--- src/hdl/tsc_pkg.sv ---
// Package for the tag sighting count table: status codes, actions, entry type.
// No dependencies.
package tsc_pkg;
    localparam logic [1:0] ACT_ADD    = 2'd0;
    localparam logic [1:0] ACT_REMOVE = 2'd1;
    localparam logic [1:0] ACT_READ   = 2'd2;
    localparam logic [1:0] ACT_CLEAR  = 2'd3;

    localparam logic [1:0] ST_OK        = 2'd0;
    localparam logic [1:0] ST_OVERFLOW  = 2'd1;
    localparam logic [1:0] ST_NOT_FOUND = 2'd2;

    localparam logic [10:0] MINUTE_MAX = 11'd1439;

    typedef struct packed {
        logic [31:0]       id;
        logic [15:0]       hits;
        logic [6:0]        first_slot;
        logic [6:0]        last_slot;
        logic signed [7:0] rssi_min;
        logic signed [7:0] rssi_max;
        logic signed [7:0] rssi_avg;
        logic [15:0]       window_mask;
    } t_entry;

    // Cell command, broadcast to the chain.
    typedef struct packed {
        logic shift;   // every cell takes its right neighbor (rotate)
    } t_cell_ctl;
endpackage

--- src/hdl/tsc_divider.sv ---
// Serial signed divider, truncating toward zero (9-bit by 17-bit).
// Depends on tsc_pkg.
module tsc_divider (
    input  logic              i_clk,
    input  logic              i_rst_n,
    input  logic              i_start,
    input  logic signed [8:0] i_num,
    input  logic [16:0]       i_den,
    output logic              o_done,
    output logic signed [8:0] o_quo
);
    import tsc_pkg::*;
    logic [8:0]  r_rem_num, n_rem_num;
    logic [16:0] r_rem, n_rem;
    logic [8:0]  r_quo, n_quo;
    logic [3:0]  r_cnt, n_cnt;
    logic        r_neg, n_neg;
    logic        r_busy, n_busy;
    logic        r_done, n_done;
    logic [17:0] w_try;

    assign w_try = {r_rem, r_rem_num[8]} - {1'b0, i_den};

    always_comb begin
        n_rem_num = r_rem_num;
        n_rem     = r_rem;
        n_quo     = r_quo;
        n_cnt     = r_cnt;
        n_neg     = r_neg;
        n_busy    = r_busy;
        n_done    = 1'b0;
        if (i_start) begin
            n_rem_num = i_num[8] ? 9'(-i_num) : i_num;
            n_rem     = '0;
            n_quo     = '0;
            n_cnt     = 4'd9;
            n_neg     = i_num[8];
            n_busy    = 1'b1;
        end else if (r_busy) begin
            if (!w_try[17]) begin
                n_rem = w_try[16:0];
                n_quo = {r_quo[7:0], 1'b1};
            end else begin
                n_rem = {r_rem[15:0], r_rem_num[8]};
                n_quo = {r_quo[7:0], 1'b0};
            end
            n_rem_num = {r_rem_num[7:0], 1'b0};
            n_cnt     = r_cnt - 4'd1;
            if (r_cnt == 4'd1) begin
                n_busy = 1'b0;
                n_done = 1'b1;
            end
        end
    end

    always_ff @(posedge i_clk) begin
        if (!i_rst_n) begin
            r_busy <= 1'b0;
            r_done <= 1'b0;
        end else begin
            r_busy <= n_busy;
            r_done <= n_done;
        end
        r_rem_num <= n_rem_num;
        r_rem     <= n_rem;
        r_quo     <= n_quo;
        r_cnt     <= n_cnt;
        r_neg     <= n_neg;
    end

    assign o_done = r_done;
    assign o_quo  = r_neg ? 9'(-r_quo) : r_quo;
endmodule

--- config.mk ---
export PLATFORM = sky130hd
export DESIGN_NAME = tsc_divider
export DESIGN_NICKNAME = d
export VERILOG_FILES = /design/src/hdl/tsc_pkg.sv /design/src/hdl/tsc_divider.sv
export SDC_FILE = /design/constraint.sdc
export NUM_CORES = 1
export LEC_CHECK = 0
export BUFFER_PORTS_ARGS = -buffer_cell sky130_fd_sc_hd__clkbuf_2
export CAP_MARGIN = 20
export CORE_MARGIN = 5
export CORE_UTILIZATION = 50
export CTS_BUF_LIST = sky130_fd_sc_hd__clkbuf_4
export CTS_CLUSTER_SIZE = 30
export DETAILED_ROUTE_END_ITERATION = 7
export PLACE_DENSITY_LB_ADDON = 0.12
export SLEW_MARGIN = 20
export SYNTH_ARGS = -nofsm -noshare
export SYNTH_HDL_FRONTEND = slang
export SYNTH_SLANG_ARGS = --single-unit
--- constraint.sdc ---
create_clock -name i_clk -period 2.4 [get_ports i_clk]
set_input_delay 0 -clock i_clk [delete_from_list [all_inputs] [get_ports i_clk]]
set_output_delay 0 -clock i_clk [all_outputs]
set_load 0.01 [all_outputs]
## Word-level counts from Yosys, hierarchy flattened

Index checks and enable logic that the tools add are counted.

| word-level totals | value |
|---|---|
| flip-flop bits (word level) | 42 |
| bits in writable memories | 0 |
| output and inout port bits | 10 |
| bits of input ports | 29 |
| memories | 0 |
| bits in read-only memories | 0 |
| bits in latches | 0 |
| logic and storage cells | 26 |

| cells by class | value |
|---|---|
| mux-type cells | 10 |
| equal/unequal tests | 1 |
| reductions and logical operators | 2 |
| multipliers | 0 |
| divide/modulo/power cells | 0 |
| bitwise gates (word level) | 2 |
| $lt $le $gt $ge | 0 |
| shift operators | 0 |
| add/subtract/negate cells | 4 |

Operators by type and width:

| cell | count |
|---|---|
| 2-to-1 mux 9 bit | 4 |
| negation 9 bit | 2 |
| subtractor 18 x 17 -> 18 bit | 1 |
| 2-to-1 mux 17 bit | 1 |
| 2-to-1 mux 1 bit | 5 |
| == test 4 x 1 -> 1 bit (second input constant) | 1 |
| subtractor 4 x 1 -> 4 bit (second input constant) | 1 |
| OR reduction 3 bit | 1 |
| NOT 1 bit | 2 |
| nonzero test 2 bit | 1 |

## Logic depth before layout (Yosys ltp)

Gate-level depths: netlist (run 1).

| logic depth | value |
|---|---|
| depth after elaboration | 4 |
| mapped depth | 12 |
| depth with buffers taken out | 10 |

## Worst setup path after synthesis (run 1)

Ideal clock, no wire load.

| timing path | value |
|---|---|
| kind | register to register |
| from | register r_rem[9] |
| to | register r_rem[14] |
| period minus slack after synthesis | 2.319 ns |
| slack | 0.081 ns |
| cell stages (with the launch flop) | 11 |
| required time | 2.263 ns |
| setup time | 0.137 ns |
| arrival | 2.181 ns |
| path through | dfxtp_1 > ha_1 > a21oi_2 > o21ai_1 > and3_1 > or3_4 > or3_1 > buf_2 > buf_6 > nand4_1 > o221ai_1 |

| on the way | value |
|---|---|
| word-level cells in the longest chain between the ends | 2 |

RTL lines:

| item | line | source |
|---|---|---|
| from (decl) | tsc_divider.sv:14 | `logic [16:0] r_rem, n_rem;` |
| from (signal assigned) | tsc_divider.sv:65 | `r_rem <= n_rem;` |
| subtractor 18 x 17 -> 18 bit | tsc_divider.sv:22 | `assign w_try = {r_rem, r_rem_num[8]} - {1'b0, i_den};` |
| 2-to-1 mux 17 bit | tsc_divider.sv:40 | `if (!w_try[17]) begin` |

No other way between the ends.
A chain may end at the register's enable or synchronous reset.

## Worst setup path after layout (run 1)

| timing path | value |
|---|---|
| from | register r_rem_num[8] |
| to | register r_rem[0] |

| on the way | value |
|---|---|
| word-level cells in the longest chain between the ends | 2 |

RTL lines:

| item | line | source |
|---|---|---|
| from (decl) | tsc_divider.sv:13 | `logic [8:0] r_rem_num, n_rem_num;` |
| from (signal assigned) | tsc_divider.sv:64 | `r_rem_num <= n_rem_num;` |
| subtractor 18 x 17 -> 18 bit | tsc_divider.sv:22 |  |
| 2-to-1 mux 17 bit (*) | tsc_divider.sv:40 |  |

Every way passes the cells marked *; elsewhere a longest branch is shown, timed or not.

==> impl_metrics.env, run 1 <==
export IMPL_cpPeakStageDelay_ns=0.37
export IMPL_synth_nets=438
export IMPL_critical_path_max_fanout=7
export IMPL_seqPwrFrac=0.441
export IMPL_initial_core_util=0.516
export IMPL_p_per_area_mw_per_mm2=519
export IMPL_ys_ff_latch=42
export IMPL_grt_pass1_wl_microns=12000
export IMPL_vias_per_cell=5.63
export IMPL_cp_required_ns=2.67
export IMPL_place_gp_congestion=0.874
export IMPL_utilization=0.614
export IMPL_syn_area_per_cell_sq_um=7.94
export IMPL_cap_viol_max_count=0
export IMPL_period_needed_ns=2.37
export IMPL_numCtsBuffers=5
export IMPL_cp_start_kind="register"
export IMPL_worst_r2r_endpoint="r_rem[0]$_SDFFE_PP0P_"
export IMPL_fin_nets=489
export IMPL_io_buffers=38
export IMPL_clock_power_share=0.180
export IMPL_r2r_slack_ns=0.03
export IMPL_fp_dieH_microns=88.4
export IMPL_finalHoldViolations=0
export IMPL_hold_depth=3
export IMPL_grt_usage=0.191
export IMPL_hold_path_endpoint="r_rem_num[0]$_SDFFCE_PN0P_"
export IMPL_switching_share=0.351
export IMPL_p_int_mw=1.23
export IMPL_clockBufferDepth=2
export IMPL_arrival_ns=2.63
export IMPL_status="completed"
export IMPL_ir_worst_vdd_mv=0.335
export IMPL_final_period_utilization=0.985
export IMPL_rsz0062_at_grt="true"
export IMPL_worstMarginPinSlew_ns=0.483
export IMPL_slew_violations=0
export IMPL_antenna_cells=0
export IMPL_grt_max_degree=48
export IMPL_hold_class="in -> reg"
export IMPL_placementRows=28
export IMPL_synth_edf_count=10
export IMPL_hold_path_startpoint="i_num[0]"
export IMPL_cp_cell_sequence="inv_1, ha_2, nand2b_4, a21o_1, a21oi_2, o2111a_2, nor3_4, buf_6, or3_1, a311oi_2"
export IMPL_whs_ns=0.0379
export IMPL_clkSinkCount=42
export IMPL_io_pins=39
export IMPL_dr_first_iter_drc_count=153
export IMPL_r2r_cells=10
export IMPL_switchingPower_uw=666
export IMPL_overflow=0
export IMPL_clock_root_buffer="clkbuf_4"
export IMPL_drive_gt1_frac=0.216
export IMPL_leakagePower_nw=1.58
export IMPL_crit_slowest_cell="edfxtp_1"
export IMPL_path_delay_family="compound AO/OA/AOI/OAI gates"
export IMPL_max_slew_margin=0.678
export IMPL_synthCells=387
export IMPL_endpoint_kind="register"
export IMPL_dieArea_sq_mm=0.00781
export IMPL_hpwl_microns=5380
export IMPL_synth_area_sq_mm=0.00307
export IMPL_fin_skew_ns=0.00776
export IMPL_worst_setup_path_type="reg -> reg"
export IMPL_combPwrFrac=0.379
export IMPL_antenna_left=0
export IMPL_antenna_found_initial=0
export IMPL_clock_fmax_mhz=423
export IMPL_synthDistinctLibCells=52
export IMPL_drcViolationCount=0
export IMPL_htreeDepth=2
export IMPL_yosysSeqAreaShare=0.306
export IMPL_n_fill_cell=572
export IMPL_ys_flop_type="dfxtp_1"
export IMPL_clk_latency_ns=0.34
export IMPL_rr_startpoint="r_rem_num[8]$_DFFE_PP_"
export IMPL_drt_pass1_iter_count=5
export IMPL_crit_buf_inv=2
export IMPL_routedWlPerCell_microns=14.1
export IMPL_fp_coreArea_sq_mm=0.00596
export IMPL_route_vias_total=2893
export IMPL_final_setup_viol_count=0
export IMPL_clkSlewWorstSetupHoldPaths_ns=0.12
export IMPL_grt_pass1_vias=2746
export IMPL_ys_warn_count=0
export IMPL_die_w_microns=88.4
export IMPL_syn2layout_area_growth_pct=19.0
export IMPL_cts_tree="yes"
export IMPL_wl_microns=7250
export IMPL_ys_async_sr_fraction=0
## cell usage in the layout, fill, tap and decap left out, types with 3 or more instances in the layout
| master | count |
|---|---|
| nor2_1 | 49 |
| clkbuf_2 | 38 |
| inv_1 | 32 |
| dfxtp_1 | 28 |
| o21ai_0 | 27 |
| nand2_1 | 26 |
| a21oi_1 | 24 |
| xnor2_1 | 21 |
| buf_4 | 20 |
| nand3_1 | 15 |
| ha_1 | 15 |
| a311oi_1 | 11 |
| edfxtp_1 | 10 |
| mux2i_1 | 9 |
| nand2b_1 | 9 |
| xor2_1 | 8 |
| a21oi_2 | 6 |
| a21o_1 | 5 |
| ha_4 | 5 |
| clkbuf_4 | 5 |
| o31ai_1 | 4 |
| nor4_1 | 4 |
| and3_1 | 4 |
| nand4_1 | 4 |
| a31oi_1 | 4 |
| buf_6 | 4 |
| dfxtp_2 | 4 |
| o41ai_1 | 3 |
| nor2b_1 | 3 |
| o21a_1 | 3 |
| o211ai_1 | 3 |
| dlygate4sd3_1 | 3 |
## worst max-delay path by stage
stage	cells after the start	end	from	slack, ns
4_1_cts	9	r_rem[14]$_SDFFE_PP0P_	r_rem[9]$_SDFFE_PP0P_	0.02
3_5_place_dp	9	r_rem[0]$_SDFFE_PP0P_	r_rem[3]$_SDFFE_PP0P_	-0.01
2_1_floorplan	10	r_rem[14]$_SDFFE_PP0P_	r_rem[9]$_SDFFE_PP0P_	0.08
5_1_grt	10	r_rem[0]$_SDFFE_PP0P_	r_rem_num[8]$_DFFE_PP_	-0.08
3_3_place_gp	9	r_rem[0]$_SDFFE_PP0P_	r_rem[3]$_SDFFE_PP0P_	0.03
6_report	10	r_rem[0]$_SDFFE_PP0P_	r_rem_num[8]$_DFFE_PP_	0.03
## cell usage after synthesis (all sizes together) (2+ instances only)
cell type / instances / area share
nor2: 49 / 0.060
dfxtp: 32 / 0.21
inv: 32 / 0.039
a21oi: 30 / 0.053
o21ai: 29 / 0.048
nand2: 26 / 0.032
ha: 21 / 0.086
xnor2: 21 / 0.060
nand3: 15 / 0.024
a311oi: 12 / 0.034
clkbuf: 12 / 0.015
edfxtp: 10 / 0.098
nand2b: 10 / 0.020
buf: 9 / 0.016
mux2i: 9 / 0.029
xor2: 8 / 0.023
a21o: 5 / 0.012
and3: 5 / 0.010
a31oi: 4 / 0.0081
nand4: 4 / 0.0081
nor4: 4 / 0.0081
o31ai: 4 / 0.0098
nor2b: 3 / 0.0061
nor3: 3 / 0.0065
o211ai: 3 / 0.0073
o21a: 3 / 0.0073
o41ai: 3 / 0.0086
or3: 3 / 0.0077
a211oi: 2 / 0.0049
o311a: 2 / 0.0065
or4: 2 / 0.0049
## layout make-up
cell class                      count  area (sq um)  area share
Multi-Input combinational cell    292          2030       0.554
Sequential cell                    42           946       0.259
Timing Repair Buffer               65           415       0.114
Inverter                           32           120      0.0329
Tap cell                           75          93.8      0.0257
Clock buffer                        5          37.5      0.0103
Clock inverter                      3          16.3     0.00445
## per-stage QoR
step / worst slack [ns] / std cells / area, sq um / power, mW / TNS, ns
floorplan: 0.0812 / 387 / 3070 / 1.31 / 0
finish: 0.0350 / 514 / 3660 / 1.90 / 0
detailed placement: -0.0101 / 501 / 3430 / 1.50 / -0.0101
global placement: 0.0334 / 501 / 3430 / 1.49 / 0
CTS: 0.0161 / 512 / 3530 / 1.86 / 0
global route: -0.0838 / 514 / 3660 / 2.03 / -0.160
## power groups by stage
| stage | clock, mW | sequential, mW | combinational, mW |
|---|---|---|---|
| finish | 0.342 | 0.836 | 0.719 |
| global route | 0.387 | 0.844 | 0.804 |
| CTS | 0.358 | 0.831 | 0.667 |
| detailed placement | 0 | 0.846 | 0.654 |
| global placement | 0 | 0.845 | 0.648 |
| floorplan | 0 | 0.825 | 0.481 |
## layer usage
metal,wire length (microns),GRT usage
met5,0,0
met3,368,0.0326
met1,3390,0.261
met2,3400,0.310
met4,91,0.0577
## registers in the layout, indices dropped and copies added (netlist names)
| name | count |
|---|---|
| r_rem_num | 9 |
| r_cnt | 4 |
| o_done | 1 |
| r_rem | 17 |
| r_busy | 1 |
| r_quo | 9 |
| r_neg | 1 |
## worst register-to-register path: stages (launching register included)
cell	delay [ns]
edfxtp_1	0.37
inv_1	0.05
ha_2	0.18
nand2b_4	0.14
a21o_1	0.22
a21oi_2	0.22
o2111a_2	0.33
nor3_4	0.07
buf_6	0.15
or3_1	0.32
a311oi_2	0.25
## cells by family after synthesis
| logic type | Yosys count | synth area share |
|---|---|---|
| adders and majority gates | 22 | 0.0920 |
| and+or+nand+nor | 127 | 0.196 |
| DFF | 42 | 0.306 |
| muxes | 9 | 0.0293 |
| AOI/OAI and AO/OA | 105 | 0.224 |
| buffers and inverters | 53 | 0.0704 |
| xor gates and xnor gates | 29 | 0.0827 |
## repair_timing
item / CTS / global route
resized for setup: 3 / 25
gates cloned: 0 / 1
pin swaps: 0 / 8
hold endpoints to repair: 5 / 0
setup endpoints to repair: 1 / 18
setup buffers: 0 / 1
hold buffers: 3 / 0
Power figures use the tool's default switching activity.
==> run 2: changes to the inputs <==
--- a/config.mk
+++ b/config.mk
@@ -5,6 +5,7 @@
 export SDC_FILE = /design/constraint.sdc
 export NUM_CORES = 1
 export LEC_CHECK = 0
+export ABC_AREA = 1
 export BUFFER_PORTS_ARGS = -buffer_cell sky130_fd_sc_hd__clkbuf_2
 export CAP_MARGIN = 20
 export CORE_MARGIN = 5
@@ -12,6 +13,7 @@
 export CTS_BUF_LIST = sky130_fd_sc_hd__clkbuf_4
 export CTS_CLUSTER_SIZE = 30
 export DETAILED_ROUTE_END_ITERATION = 7
+export HOLD_SLACK_MARGIN = 0.1
 export PLACE_DENSITY_LB_ADDON = 0.12
 export SLEW_MARGIN = 20
 export SYNTH_ARGS = -nofsm -noshare
==> run 2 against run 1 <==
  * Maximum frequency rose by 13%
  * Combinational power fell by 67%
  * Sequential power fell by 7.8%
  * Count of clock-buffer cells in the layout rose by 3
  * Sequential cell count did not move
  * Power fell by 27%
  * Core utilization fell by 3.7 points
  * Routed wire length fell by 1.5%
  * Worst setup slack improved by 0.26 ns
  * Non-clock buffer count fell by 13
  * Critical path type unchanged
  * Critical endpoint is now r_rem[16]$_SDFFE_PP0P_
  * Largest power group unchanged
==> impl_metrics.env, run 2 <==
export IMPL_antenna_cells=0
export IMPL_max_slew_margin=0.531
export IMPL_fin_nets=591
export IMPL_ys_async_sr_fraction=0
export IMPL_rsz0062_at_grt="false"
export IMPL_critical_path_max_fanout=14
export IMPL_worstMarginPinSlew_ns=0.701
export IMPL_clk_latency_ns=0.34
export IMPL_final_setup_viol_count=0
export IMPL_die_w_microns=90.8
export IMPL_clkSlewWorstSetupHoldPaths_ns=0.12
export IMPL_arrival_ns=2.39
export IMPL_numCtsBuffers=5
export IMPL_synth_area_leaders="dfxtp_1, nand2_1, inv_1, edfxtp_1, ha_1"
export IMPL_fin_skew_ns=0.0128
export IMPL_crit_start="r_rem[5]$_SDFFE_PP0P_"
export IMPL_finalHoldViolations=0
export IMPL_hold_buffers=10
export IMPL_largest_reg_flops=17
export IMPL_stdcell_count=618
export IMPL_ys_warn_count=0
export IMPL_fp_dieH_microns=90.8
export IMPL_mostFrequentLayoutCell="nand2_1"
export IMPL_cts_tree="yes"
export IMPL_largest_register="r_rem"
export IMPL_yosysTopAreaCell="dfxtp_1"
export IMPL_final_cell_mix="nand2_1, inv_1, nand3_1"
export IMPL_initial_core_util=0.514
export IMPL_hpwl_microns=5680
export IMPL_ir_worst_vdd_mv=0.389
export IMPL_hold_class="in -> reg"
export IMPL_yosysSeqAreaShare=0.288
export IMPL_final_period_utilization=0.876
export IMPL_p_per_area_mw_per_mm2=376
export IMPL_cp_required_ns=2.69
export IMPL_grt_pass1_wl_microns=12400
export IMPL_drcViolationCount=0
export IMPL_wl_microns=7140
export IMPL_cap_viol_max_count=0
export IMPL_clock_fmax_mhz=476
export IMPL_route_vias_total=3078
export IMPL_io_pins=39
export IMPL_io_buffers=38
export IMPL_synthCells=493
export IMPL_clock_root_buffer="clkbuf_4"
export IMPL_antenna_found_initial=0
export IMPL_hold_path_startpoint="i_num[3]"
export IMPL_ys_flop_type="dfxtp_1"
export IMPL_fin_tns_setup_ns=0
export IMPL_synth_top_area_frac=0.196
export IMPL_dr_first_iter_drc_count=167
export IMPL_yosysMostFrequentCell="nand2_1"
export IMPL_placementRows=29
export IMPL_ys_ff_latch=42
export IMPL_htreeDepth=2
export IMPL_ys_top_cells_by_count="nand2_1, inv_1, nand3_1, dfxtp_1, nor2_1"
export IMPL_synth_area_sq_mm=0.00326
export IMPL_routedWlPerCell_microns=11.5
export IMPL_n_fill_cell=618
export IMPL_synth_edf_count=10
export IMPL_cts_resized=0
export IMPL_grt_usage=0.175
export IMPL_grt_pass1_vias=2887
export IMPL_clkSinkCount=42
export IMPL_dieArea_sq_mm=0.00824
export IMPL_drt_pass1_iter_count=4
export IMPL_endpoint_kind="register"
export IMPL_dp_cells=600
export IMPL_syn2layout_area_growth_pct=12.2
export IMPL_fp_coreArea_sq_mm=0.00635
export IMPL_leakagePower_nw=2.01
export IMPL_worst_setup_path_type="reg -> reg"
export IMPL_status="completed"
export IMPL_place_gp_congestion=0.871
export IMPL_synth_nets=544
export IMPL_drive_gt1_frac=0.146
export IMPL_slew_violations=0
export IMPL_overflow=0
export IMPL_syn_area_per_cell_sq_um=6.62
export IMPL_synthDistinctLibCells=34
export IMPL_antenna_left=0
export IMPL_post_cts_buffers=0
export IMPL_vias_per_cell=4.98
export IMPL_largestRegisters="r_rem: 17 flops, r_quo: 9 flops, r_rem_num: 9 flops"
export IMPL_clockBufferDepth=2
export IMPL_grt_max_degree=21
export IMPL_rr_startpoint="r_rem[5]$_SDFFE_PP0P_"
export IMPL_period_needed_ns=2.10
export IMPL_cp_start_kind="register"
-- run 2: kinds of logic (layout without fill, tap and decap cells) --
| family | Yosys count | after routing | share of synthesized area |
|---|---|---|---|
| xor+xnor | 20 | 20 | 0.0537 |
| buf+inv | 101 | 149 | 0.126 |
| flops | 42 | 42 | 0.288 |
| simple gates | 263 | 263 | 0.367 |
| compound gates | 45 | 45 | 0.0782 |
| fa+ha+maj | 22 | 22 | 0.0867 |
-- run 2: per-layer routing --
metal / vias to the layer above / routed length, microns / GRT usage
met5: - / 0 / 0
li1: 1648 / - / -
met2: 70 / 3310 / 0.301
met3: 11 / 383 / 0.0367
met1: 1349 / 3340 / 0.221
met4: 0 / 107 / 0.0477
-- run 2: worst max-delay path: stages (launching register included) --
cell	delay [ns]
dfxtp_1	0.41
ha_1	0.30
nand2_1	0.08
nand2_1	0.09
a21oi_2	0.22
nand3_2	0.14
nand2_4	0.10
nand2_2	0.06
nand2_2	0.27
nand3_1	0.18
nand2_1	0.10
nand2_1	0.05
nand2_1	0.04
-- run 2: per-stage QoR --
stage	util	total power, mW	hold WS [ns]	setup WS, ns	area [sq um]
2_1_floorplan	-	0.938	0.0989	0.643	3260
3_3_place_gp	0.552	1.00	0.238	0.343	3500
3_5_place_dp	0.552	1.01	0.229	0.319	3500
4_1_cts	0.577	1.39	0.110	0.294	3660
5_1_grt	0.577	1.46	0.155	0.0936	3660
6_report	0.577	1.38	0.130	0.298	3660
-- run 2: worst paths after layout --
kind,to,slack [ns],cells after the start
worst max-delay path,r_rem[16]$_SDFFE_PP0P_,0.30,12
worst min-delay path,r_rem_num[3]$_DFFE_PP_,0.13,4
worst max register to register,r_rem[16]$_SDFFE_PP0P_,0.30,12
worst min register to register,r_rem[8]$_SDFFE_PP0P_,0.49,2
-- run 2: final cells by class --
type	instances	area, sq um	area share
clock buffers	8	60.1	0.0164
well taps	77	96.3	0.0263
inverters	89	334	0.0912
flip-flops and latches	42	941	0.257
repair buffers	52	320	0.0875
multi-input cells	350	1910	0.522
-- run 2: where the power goes --
group | total (mW) | leakage (nW) | internal [mW] | switching (mW)
registers | 0.771 | 0.362 | 0.756 | 0.0148
clock network | 0.372 | 0.0368 | 0.151 | 0.221
logic | 0.235 | 1.61 | 0.0927 | 0.142
